[src/rtl/core/ntvm_pkg.sv]
// shared constants, types and helper functions for the name-then-verb matcher
package ntvm_pkg;

	localparam int NAME_MAX_BYTES = 16;
	localparam int WINDOW_BYTES   = 26;
	localparam int PAT_COUNT      = 9;
	localparam int PAT_MAX        = 9;

	localparam int NAME_REG_BYTES = 16;
	localparam int LEN_W          = $clog2(NAME_MAX_BYTES + 1);
	localparam int WIN_IDX_W      = $clog2(WINDOW_BYTES);
	localparam int SEEN_W         = 5;
	localparam int REG_IDX_W      = 2;

	localparam logic [7:0] CASE_OFFSET = 8'd32;

	typedef enum logic [REG_IDX_W-1:0] {
		REG_NAME_LOW  = 2'd0,
		REG_NAME_HIGH = 2'd1,
		REG_NAME_LEN  = 2'd2
	} reg_idx_t;

	localparam logic [7:0] PAT_TEXT [PAT_COUNT][PAT_MAX] = '{
		'{" ", "i", "s", " ", 8'h00, 8'h00, 8'h00, 8'h00, 8'h00},
		'{" ", "w", "a", "s", " ", 8'h00, 8'h00, 8'h00, 8'h00},
		'{" ", "w", "o", "u", "l", "d", " ", 8'h00, 8'h00},
		'{" ", "s", "h", "o", "u", "l", "d", " ", 8'h00},
		'{" ", "t", "h", "i", "n", "k", "s", " ", 8'h00},
		'{" ", "f", "e", "e", "l", "s", " ", 8'h00, 8'h00},
		'{" ", "i", "s", " ", "c", "h", "i", "l", "l"},
		'{" ", "i", "s", " ", "a", " ", 8'h00, 8'h00, 8'h00},
		'{" ", "i", "s", " ", "t", "h", "e", " ", 8'h00}
	};

	localparam logic [3:0] PAT_LEN [PAT_COUNT] = '{
		4'd4, 4'd5, 4'd7, 4'd8, 4'd8, 4'd7, 4'd9, 4'd6, 4'd8
	};

	typedef struct packed {
		logic [WINDOW_BYTES-1:0][7:0] bytes;
		logic [SEEN_W-1:0]            seen;
	} win_t;

	typedef struct packed {
		logic [NAME_MAX_BYTES-1:0][7:0] rname;
		logic [LEN_W-1:0]               len;
	} cfg_t;

	function automatic logic [7:0] fold(input logic [7:0] c);
		return (c >= "A" && c <= "Z") ? c + CASE_OFFSET : c;
	endfunction

	function automatic logic is_boundary(input logic [7:0] c);
		return c == " " || c == 8'h0A || c == 8'h09 || c == "." || c == "," || c == 8'h0D;
	endfunction

endpackage

[src/rtl/core/name_then_verb_matcher_top.sv]
// top level of the name-then-verb matcher: handshakes, sticky flag and result register
// Scans a text stream at one byte per clock cycle while not stalled. Each accepted
// byte shifts into a 26-byte window; in the following cycle the whole window is
// compared in parallel against boundary + configured name + each of the nine verb
// patterns, and any hit sets a sticky flag. On the byte marked last, the result
// (reject or pass) reaches the output register when that byte leaves the stage
// register, and the stream state clears so the next stream may start on the very
// next cycle. Input stalls only while a last byte waits behind an untaken result.
// Write the name registers only while no stream is in progress.
module name_then_verb_matcher_top import ntvm_pkg::*; (
	input  logic                 clk,
	input  logic                 arst_n,
	input  logic                 wr_en,
	input  logic [REG_IDX_W-1:0] wr_index,
	input  logic [63:0]          wr_data,
	input  logic                 in_valid,
	output logic                 in_stall,
	input  logic [7:0]           text_byte,
	input  logic                 last_byte,
	output logic                 out_valid,
	input  logic                 out_stall,
	output logic                 reject
);

	cfg_t cfg;
	win_t win;
	logic take;
	logic hit;
	logic found;
	logic s1_go;
	logic valid_s1;
	logic last_s1;
	logic match_found_q;
	logic out_valid_q;
	logic reject_q;

	ntvm_cfg u_cfg (
		.clk      (clk),
		.arst_n   (arst_n),
		.wr_en    (wr_en),
		.wr_index (wr_index),
		.wr_data  (wr_data),
		.cfg      (cfg)
	);

	ntvm_window u_window (
		.clk       (clk),
		.arst_n    (arst_n),
		.take      (take),
		.text_byte (text_byte),
		.last_byte (last_byte),
		.win       (win)
	);

	ntvm_detect u_detect (
		.win (win),
		.cfg (cfg),
		.hit (hit)
	);

	assign s1_go    = valid_s1 && (!last_s1 || !out_valid_q || !out_stall);
	assign in_stall = valid_s1 && !s1_go;
	assign take     = in_valid && !in_stall;
	assign found    = match_found_q || hit;

	always_ff @(posedge clk or negedge arst_n) begin
		if (!arst_n) begin
			valid_s1      <= 1'b0;
			last_s1       <= 1'b0;
			match_found_q <= 1'b0;
			out_valid_q   <= 1'b0;
		end else begin
			if (take) begin
				valid_s1 <= 1'b1;
				last_s1  <= last_byte;
			end else if (s1_go) begin
				valid_s1 <= 1'b0;
			end
			if (s1_go) begin
				match_found_q <= last_s1 ? 1'b0 : found;
			end
			if (s1_go && last_s1) begin
				out_valid_q <= 1'b1;
			end else if (!out_stall) begin
				out_valid_q <= 1'b0;
			end
		end
	end

	always_ff @(posedge clk) begin
		if (s1_go && last_s1) begin
			reject_q <= found;
		end
	end

	assign out_valid = out_valid_q;
	assign reject    = reject_q;

	a_stall_cause: assert property (@(posedge clk) disable iff (!arst_n)
		in_stall |-> (valid_s1 && last_s1 && out_valid_q && out_stall))
		else $error("input stalled without a blocked result");

	a_result_follows: assert property (@(posedge clk) disable iff (!arst_n)
		(s1_go && last_s1) |=> out_valid)
		else $error("last item left without a result");

	a_flag_clears: assert property (@(posedge clk) disable iff (!arst_n)
		(s1_go && last_s1) |=> !match_found_q)
		else $error("match flag survived end of stream");

	a_zero_len_pass: assert property (@(posedge clk) disable iff (!arst_n)
		(out_valid && cfg.len == '0) |-> !reject)
		else $error("reject with empty name");

endmodule

[src/rtl/core/ntvm_cfg.sv]
// name registers and the folded, reversed name used by the compare
module ntvm_cfg import ntvm_pkg::*; (
	input  logic                 clk,
	input  logic                 arst_n,
	input  logic                 wr_en,
	input  logic [REG_IDX_W-1:0] wr_index,
	input  logic [63:0]          wr_data,
	output cfg_t                 cfg
);

	logic [63:0] name_low_q;
	logic [63:0] name_high_q;
	logic [4:0]  name_size_q;
	logic [NAME_REG_BYTES-1:0][7:0] nbytes;
	logic [4:0]  len_clamped;

	always_ff @(posedge clk or negedge arst_n) begin
		if (!arst_n) begin
			name_low_q  <= '0;
			name_high_q <= '0;
			name_size_q <= '0;
		end else if (wr_en) begin
			unique case (reg_idx_t'(wr_index))
				REG_NAME_LOW:  name_low_q  <= wr_data;
				REG_NAME_HIGH: name_high_q <= wr_data;
				REG_NAME_LEN:  name_size_q <= wr_data[4:0];
				default: ;
			endcase
		end
	end

	assign nbytes      = {name_high_q, name_low_q};
	assign len_clamped = (name_size_q > 5'(NAME_MAX_BYTES)) ? 5'(NAME_MAX_BYTES) : name_size_q;

	// name byte n-1-k lands at position k, next to the pattern
	always_comb begin
		int idx;
		idx = 0;
		cfg.len = LEN_W'(len_clamped);
		for (int k = 0; k < NAME_MAX_BYTES; k++) begin
			idx = int'(len_clamped) - 1 - k;
			if (idx >= 0) begin
				cfg.rname[k] = fold(nbytes[idx[3:0]]);
			end else begin
				cfg.rname[k] = '0;
			end
		end
	end

endmodule

[src/rtl/core/ntvm_window.sv]
// window of recent bytes and stream byte count
module ntvm_window import ntvm_pkg::*; (
	input  logic       clk,
	input  logic       arst_n,
	input  logic       take,
	input  logic [7:0] text_byte,
	input  logic       last_byte,
	output win_t       win
);

	win_t win_q;
	logic restart_q;
	logic [WINDOW_BYTES-1:0][7:0] base_bytes;
	logic [SEEN_W-1:0]            base_seen;

	// a new stream starts from an empty window
	assign base_bytes = restart_q ? '0 : win_q.bytes;
	assign base_seen  = restart_q ? '0 : win_q.seen;

	always_ff @(posedge clk or negedge arst_n) begin
		if (!arst_n) begin
			win_q     <= '0;
			restart_q <= 1'b0;
		end else if (take) begin
			win_q.bytes <= {base_bytes[WINDOW_BYTES-2:0], text_byte};
			win_q.seen  <= (base_seen == '1) ? base_seen : base_seen + 1'b1;
			restart_q   <= last_byte;
		end
	end

	assign win = win_q;

endmodule

[src/rtl/core/ntvm_detect.sv]
// parallel compare of boundary, name and the verb patterns over the window
module ntvm_detect import ntvm_pkg::*; (
	input  win_t win,
	input  cfg_t cfg,
	output logic hit
);

	logic [WINDOW_BYTES-1:0][7:0] fwin;
	logic [WINDOW_BYTES-1:0]      bnd;

	always_comb begin
		for (int i = 0; i < WINDOW_BYTES; i++) begin
			fwin[i] = fold(win.bytes[i]);
			bnd[i]  = is_boundary(win.bytes[i]);
		end
	end

	always_comb begin
		int  plen;
		int  tot;
		int  idx;
		logic pm;
		logic nm;
		logic ok;
		plen = 0;
		tot  = 0;
		idx  = 0;
		pm   = 1'b0;
		nm   = 1'b0;
		ok   = 1'b0;
		hit  = 1'b0;
		for (int p = 0; p < PAT_COUNT; p++) begin
			plen = int'(PAT_LEN[p]);
			tot  = plen + int'(cfg.len);
			pm   = 1'b1;
			for (int j = 0; j < PAT_MAX; j++) begin
				if (j < plen) begin
					idx = plen - 1 - j;
					if (fwin[WIN_IDX_W'(idx)] != PAT_TEXT[p][j]) begin
						pm = 1'b0;
					end
				end
			end
			nm = 1'b1;
			for (int k = 0; k < NAME_MAX_BYTES; k++) begin
				if (k < int'(cfg.len)) begin
					idx = plen + k;
					if (idx < WINDOW_BYTES) begin
						if (fwin[WIN_IDX_W'(idx)] != cfg.rname[k]) begin
							nm = 1'b0;
						end
					end else begin
						nm = 1'b0;
					end
				end
			end
			ok = pm && nm && (tot <= WINDOW_BYTES) && (int'(win.seen) >= tot);
			// boundary byte in front of the name unless the name opens the stream
			if (ok && int'(win.seen) != tot) begin
				if (tot >= WINDOW_BYTES) begin
					ok = 1'b0;
				end else begin
					ok = bnd[WIN_IDX_W'(tot)];
				end
			end
			if (ok && cfg.len != '0) begin
				hit = 1'b1;
			end
		end
	end

endmodule

[config.mk]
export PLATFORM = sky130hd
export DESIGN_NAME = name_then_verb_matcher_top
export DESIGN_NICKNAME = d
export VERILOG_FILES = /design/src/rtl/core/ntvm_pkg.sv /design/src/rtl/core/name_then_verb_matcher_top.sv /design/src/rtl/core/ntvm_cfg.sv /design/src/rtl/core/ntvm_window.sv /design/src/rtl/core/ntvm_detect.sv
export SDC_FILE = /design/constraint.sdc
export NUM_CORES = 2
export LEC_CHECK = 0
export BUFFER_PORTS_ARGS = -buffer_cell sky130_fd_sc_hd__buf_2
export CELL_PAD_IN_SITES_DETAIL_PLACEMENT = 0
export CELL_PAD_IN_SITES_GLOBAL_PLACEMENT = 1
export CORE_MARGIN = 4
export CORE_UTILIZATION = 23
export CTS_BUF_LIST = sky130_fd_sc_hd__clkbuf_16
export DETAILED_ROUTE_END_ITERATION = 10
export MAX_ROUTING_LAYER = met4
export PLACE_DENSITY_LB_ADDON = 0.1
export SKIP_CTS_REPAIR_TIMING = 1
export SLEW_MARGIN = 40
export SYNTH_ARGS = -nofsm -noshare
export SYNTH_HDL_FRONTEND = slang
export SYNTH_SLANG_ARGS = --single-unit
[constraint.sdc]
create_clock -name clk -period 11.35 [get_ports clk]
set_clock_uncertainty 0.05 [all_clocks]
set_input_delay 2.27 -clock clk [delete_from_list [all_inputs] [get_ports clk]]
set_output_delay 2.27 -clock clk [all_outputs]
set_load 0.02 [all_outputs]
Yosys cells after proc, flatten, opt, wreduce, memory -nomap -nowiden
Index checks and enable logic that the tools add are counted.
{ "classes": {"magnitude_cmp": 137, "reduce_logical": 225, "eq_ne": 270, "addsub": 55, "n_mux": 382} }
{ "ops": {"columns": ["op", "count"], "rows": [
  ["$eq 8x4->1 const B", 78],
  ["$eq 8x6->1 const B", 78],
  ["$bmux 8 s4", 16],
  ["$ge 32x1->1 const B", 16],
  ["$mux 8", 64],
  ["$ne 8x8->1", 57],
  ["$mux 1", 292],
  ["$add 8x6->8 const B", 32],
  ["$ge 8x7->1 const B", 32],
  ["$le 8x7->1 const B", 32],
  ["$sub 32x5->32 const B", 8],
  ["$ne 8x7->1 const B", 30],
  ["$mux 200", 1],
  ["$ge 32x6->1 const B", 6],
  ["$ge 6x32->1", 6],
  ["$le 32x6->1 const B", 6],
  ["$ne 6x32->1", 6],
  ["$logic_or 1x1->1", 133],
  ["$sub 32x4->32 const B", 4],
  ["$logic_and 1x1->1", 81],
  ["$lt 4x5->1 const B", 16],
  ["$ne 8x8->1 const A", 9],
  ["$ne 8x6->1 const B", 8],
  ["$sub 32x3->32 const B", 2],
  ["other kinds (22)", 56]
]} }
{ "word_totals": {"register_bits": 351, "word_cells": 1104, "inputBits": 80} }

Logic depth before layout (Yosys ltp)
{ "logic_depth": {"word_depth": 59, "mapped_depth": 36, "mapped_depth_nobuf": 25} }

By module
From an unflattened synthesis, not the netlist that was laid out.
{ "unflattened": {"cells_unflattened": 3960, "hier_area_um2": 35903.2} }
{ "modules_own_cells": {"columns": ["mod", "seq_area_each_um2", "cells_each", "n_inst", "area_each_um2"], "rows": [
  ["ntvm_cfg", 3328.2, 1250, 1, 14077.3],
  ["ntvm_detect", 0.0, 1781, 1, 12418.2],
  ["ntvm_window", 5355.1, 909, 1, 9180.1],
  ["name_then_verb_matcher_top", 130.1, 20, 1, 227.7]
]} }

Least setup slack after synthesis
No wires, ideal clock.
{ "synth_timing": {"path_type": "register -> register", "start": "register u_cfg.name_size_q[0]", "end": "register match_found_q", "path_slack_ns": 3.123, "path_stages_with_launch": 32, "t_required_ns": 11.204, "synth_period_minus_slack_ns": 8.227, "t_arrival_ns": 8.082, "setup_time_ns": 0.096, "path_cell_list": "dfrtp_1 nor2b_1 buf_4 buf_4 buf_2 buf_1 clkbuf_1 buf_2 buf_1 clkbuf_1 ha_1 buf_2 or2_1 clkbuf_1 nor2_1 buf_2 clkbuf_1 ha_1 clkbuf_1 or3_1 nand4_1 clkbuf_1 mux2i_1 ha_1 o41ai_1 xnor2_1 nand4_1 o32a_1 or4_1 o32ai_1 nor3_1 a311oi_2"} }
{ "synth_between": {"elab_chain_len": 59, "elab_cells_between_ends": 556} }
{ "synth_lines": {"columns": ["element", "line_no", "text"], "rows": [
  ["start: declaration", "ntvm_cfg.sv:13", "logic [4:0] name_size_q;"],
  ["start signal: assignment", "ntvm_cfg.sv:26", "REG_NAME_LEN: name_size_q <= wr_data[4:0];"],
  ["$gt 5x5->1", "ntvm_cfg.sv:33", "assign len_clamped = (name_size_q > 5'(NAME_MAX_BYTES)) ? 5'(NAME_MAX_BYTES) : name_size_q;"],
  ["$mux 5 (*)", "ntvm_cfg.sv:33", null],
  ["parallel branches: the longest is 54 deep, another holds $sub 32x2->32", null, null],
  ["$mux 1 (*)", "ntvm_detect.sv:66", "if (ok && cfg.len != '0) begin"],
  ["$logic_or 1x1->1 (*)", "name_then_verb_matcher_top.sv:64", "assign found = match_found_q || hit;"],
  ["$mux 1 (*)", "name_then_verb_matcher_top.sv:80", "match_found_q <= last_s1 ? 1'b0 : found;"],
  ["end signal: assignment", "name_then_verb_matcher_top.sv:80", null],
  ["end: declaration", "name_then_verb_matcher_top.sv:33", "logic match_found_q;"]
]} }
Mark *: on every way between the ends. The select of a mux whose other input is x is not followed.
A chain may end at the register's enable or synchronous reset.

Final worst setup path
{ "layout_timing": {"start": "register u_cfg.name_size_q[4]", "end": "register match_found_q"} }
Same word-level chain as after synthesis.

==> metrics.txt <==
status completed; post-DR wirelength/cell 30.8 um; Peak VDD IR 120 uV; Pwr Total 10800 uW; Antenna Nets Post-Route 0; most frequent cells in the layout 698 x nand2_1, 339 x dfrtp_1, 266 x xnor2_1; GRT Overall Usage 0.244; commonest non-fill, non-tap cell in the layout nand2_1; leakage 0.0161 uW; Ports 83; global-route wire length before repair 285000 um; hold crit path type reg -> reg; Unique masters post-synth between 100 and 150; relative slew slack 0.335; HPWL Detailed 150000 um; Clk network pwr share 0.149; pwr dens 264 nW/um2; Placed Cells 6414; crit path max fanout 34; RSZ-0062 raised after global routing false; DR DRC count 0; antenna violations before repair 7; Syn Nets 4680; internal power 4890 uW; post-layout util 0.261; pin count of the biggest net entering global routing 99; cells along the critical path buf_4 > nand2b_2 > buf_4 > ha_1 > a21boi_1 > a22o_1 > nor2_2 > inv_1 > mux2_2 > nor2_1 > a21oi_1 > clkinv_1 > ha_1 > o221ai_1 > mux2_2 > a2111oi_0 > a31oi_1 > nor3_1 > o2111ai_1 > o31ai_1 > nor3_1 > a311oi_2; IO Port Bufs 82; crit-path leading delay family compound AO/OA/AOI/OAI gates; Final Max Tran Viols 0; total grt overflow 0; critical path type reg -> reg; Crit Reg-Reg Startpoint u_cfg.name_size_q[4]; CP bufs+invs 4; Initial Util 0.232; via/cell ratio between 5 and 6; crit start category register; Worst-Margin Slew approximately 0.97 ns; worst reg-to-reg setup slack around 3.1 ns; H-tree Lvls 2; #FFs+latches synth 351; crit end category register; GP Congestion 0.955; period utilization 0.729; R2R Path End match_found_q; DRT iter0 DRCs 3520; Final setup viols 0; Final nets approximately 4600; share of layout cells above drive strength 1 0.158; Gate power share 0.699; CTS Sinks between 300 and 400; Max-Cap Viols 0; Gate Count Post-Synth 4513; Hold Path End u_window.win[211]; Post-synth ARST share 0.997; Final Non-Filler Cells 6515; DIE AREA 165000 um2; fmax around 120 MHz; row count 145; drt total wl 201000 um; critical path arrival between 8 and 9 ns; CTS tree done; Worst Hold Launch u_window.win[211]; post-route minimum period 8.28 ns; Mapped Area around 36000 um2; clock latency on the worst-skew pair roughly 0.65 ns; switching power total 5960 uW; syn_area_per_cell a little over 8 um2; WP data required 11.85 ns; vias in the first global route around 35000; FF-to-FF path depth 22; WHS Path Cells 2; clock slew at reported path FFs 0.06 ns; setup total negative slack 0 ns; via count 36700; Slowest cell on crit path ha_1; CTS buffer count 48; Yosys Warn Count 0; Post-synth EDFFs 1; core footprint 157000 um2; Root Driver clkbuf_16; CP peak stage delay approximately 0.58 ns; share of power burned in registers 0.152; Fin. Hold Viols 0; DIE HEIGHT 406 um; switch share 0.549; Area growth, synth to finish 12.6%; CTS max path bufs 3; Die Wd 406 um; iteration count of the initial detailed-routing pass 8; Seq/Total Area, Yosys 0.241; ys flop type dfrtp_1
==> synthesized netlist by cell type, drive strengths merged, types with 59 or more instances <==
cell type / instances / area [um2]
nand2: 699 / 2620
dfrtp: 350 / 8760
xnor2: 268 / 2350
clkbuf: 256 / 962
o21ai: 225 / 1130
nand3b: 213 / 1600
nor2: 206 / 776
mux2: 197 / 2220
a21oi: 188 / 945
mux2i: 136 / 1370
nor3: 122 / 626
buf: 115 / 571
nand3: 115 / 576
xor2: 114 / 998
inv: 95 / 357
o22ai: 88 / 551
ha: 87 / 1090
nor4: 67 / 419
nand4: 62 / 388
a31oi: 61 / 403
mux4: 59 / 1330
==> worst reg2reg max path, delay by kind of cell, from the launching register on <==
family                   cells  cell delay (ns)
AO/OA/AOI/OAI                9             2.66
flip-flops                   1             0.43
adder cells (fa/ha/maj)      2             1.10
AND/OR/NAND/NOR              5             1.53
buffers and inverters        4             1.76
multiplexers                 2             0.66
==> metal layers <==
| metal | vias to the layer above | part of all wire | track usage |
|---|---|---|---|
| li1 | 16500 | - | - |
| met1 | 18800 | 0.48 | 0.352 |
| met2 | 1204 | 0.44 | 0.363 |
| met3 | 219 | 0.052 | 0.0239 |
| met4 | 0 | 0.029 | 0.0646 |
| met5 | - | 0 | - |
==> state kept, by name, summed over array words and instances, names as in the netlist <==
signal              cells
u_window.win          213
reject                  1
out_valid               1
valid_s1                1
u_window.restart_q      1
u_cfg.name_low_q       64
u_cfg.name_size_q       5
u_cfg.name_high_q      64
match_found_q           1
==> area by class of cell <==
class | count | area, um2
multi-input cells | 3690 | 26100
fillers | 17000 | 116000
inverters | 101 | 382
clock buffers | 48 | 1200
diodes | 9 | 22.5
flip-flops and latches | 351 | 8810
clock inverters | 42 | 458
well taps | 2058 | 2570
repair buffers | 216 | 1470
==> how the worst max path moves through the flow <==
| stage | start | endpoint | slack [ns] | depth (start not counted) |
|---|---|---|---|---|
| final | u_cfg.name_size_q[4] | match_found_q | 3.07 | 22 |
| after global routing | u_cfg.name_size_q[0] | match_found_q | 2.77 | 23 |
| after CTS | u_cfg.name_size_q[4] | match_found_q | 2.98 | 22 |
| after detailed placement | u_cfg.name_size_q[4] | match_found_q | 3.01 | 22 |
| after global placement | u_cfg.name_size_q[0] | match_found_q | 2.57 | 24 |
| after floorplan | u_cfg.name_size_q[0] | match_found_q | 3.12 | 31 |
==> per-stage QoR <==
stage	hold slack (ns)	worst slack, ns	instance area, um2
after floorplan	0.390	3.12	36500
after global placement	0.408	2.57	39000
after detailed placement	0.416	3.01	39300
after CTS	0.431	2.98	40900
after global routing	0.461	2.77	41000
final	0.427	3.07	41000
==> kinds of logic (layout without fill, tap and decap cells) <==
group / Yosys count / in the layout / share of synthesized area
AOI/OAI and AO/OA: 1022 / 1022 / 0.192
adders and majority gates: 87 / 87 / 0.0299
DFF: 351 / 351 / 0.241
muxes: 392 / 392 / 0.135
xor gates and xnor gates: 382 / 382 / 0.0920
buffers and inverters: 472 / 407 / 0.0525
and+or+nand+nor: 1807 / 1807 / 0.257
other: 0 / 9 / 0
==> power groups by stage <==
stage / registers (uW) / clock network, uW / logic (uW)
6_report: 1650 / 1620 / 7580
3_3_place_gp: 1660 / 0 / 7330
4_1_cts: 1640 / 1680 / 7380
3_5_place_dp: 1660 / 0 / 7360
5_1_grt: 1660 / 1720 / 7960
2_1_floorplan: 1500 / 0 / 4800
Note: power is estimated with default switching activity, not from simulation.
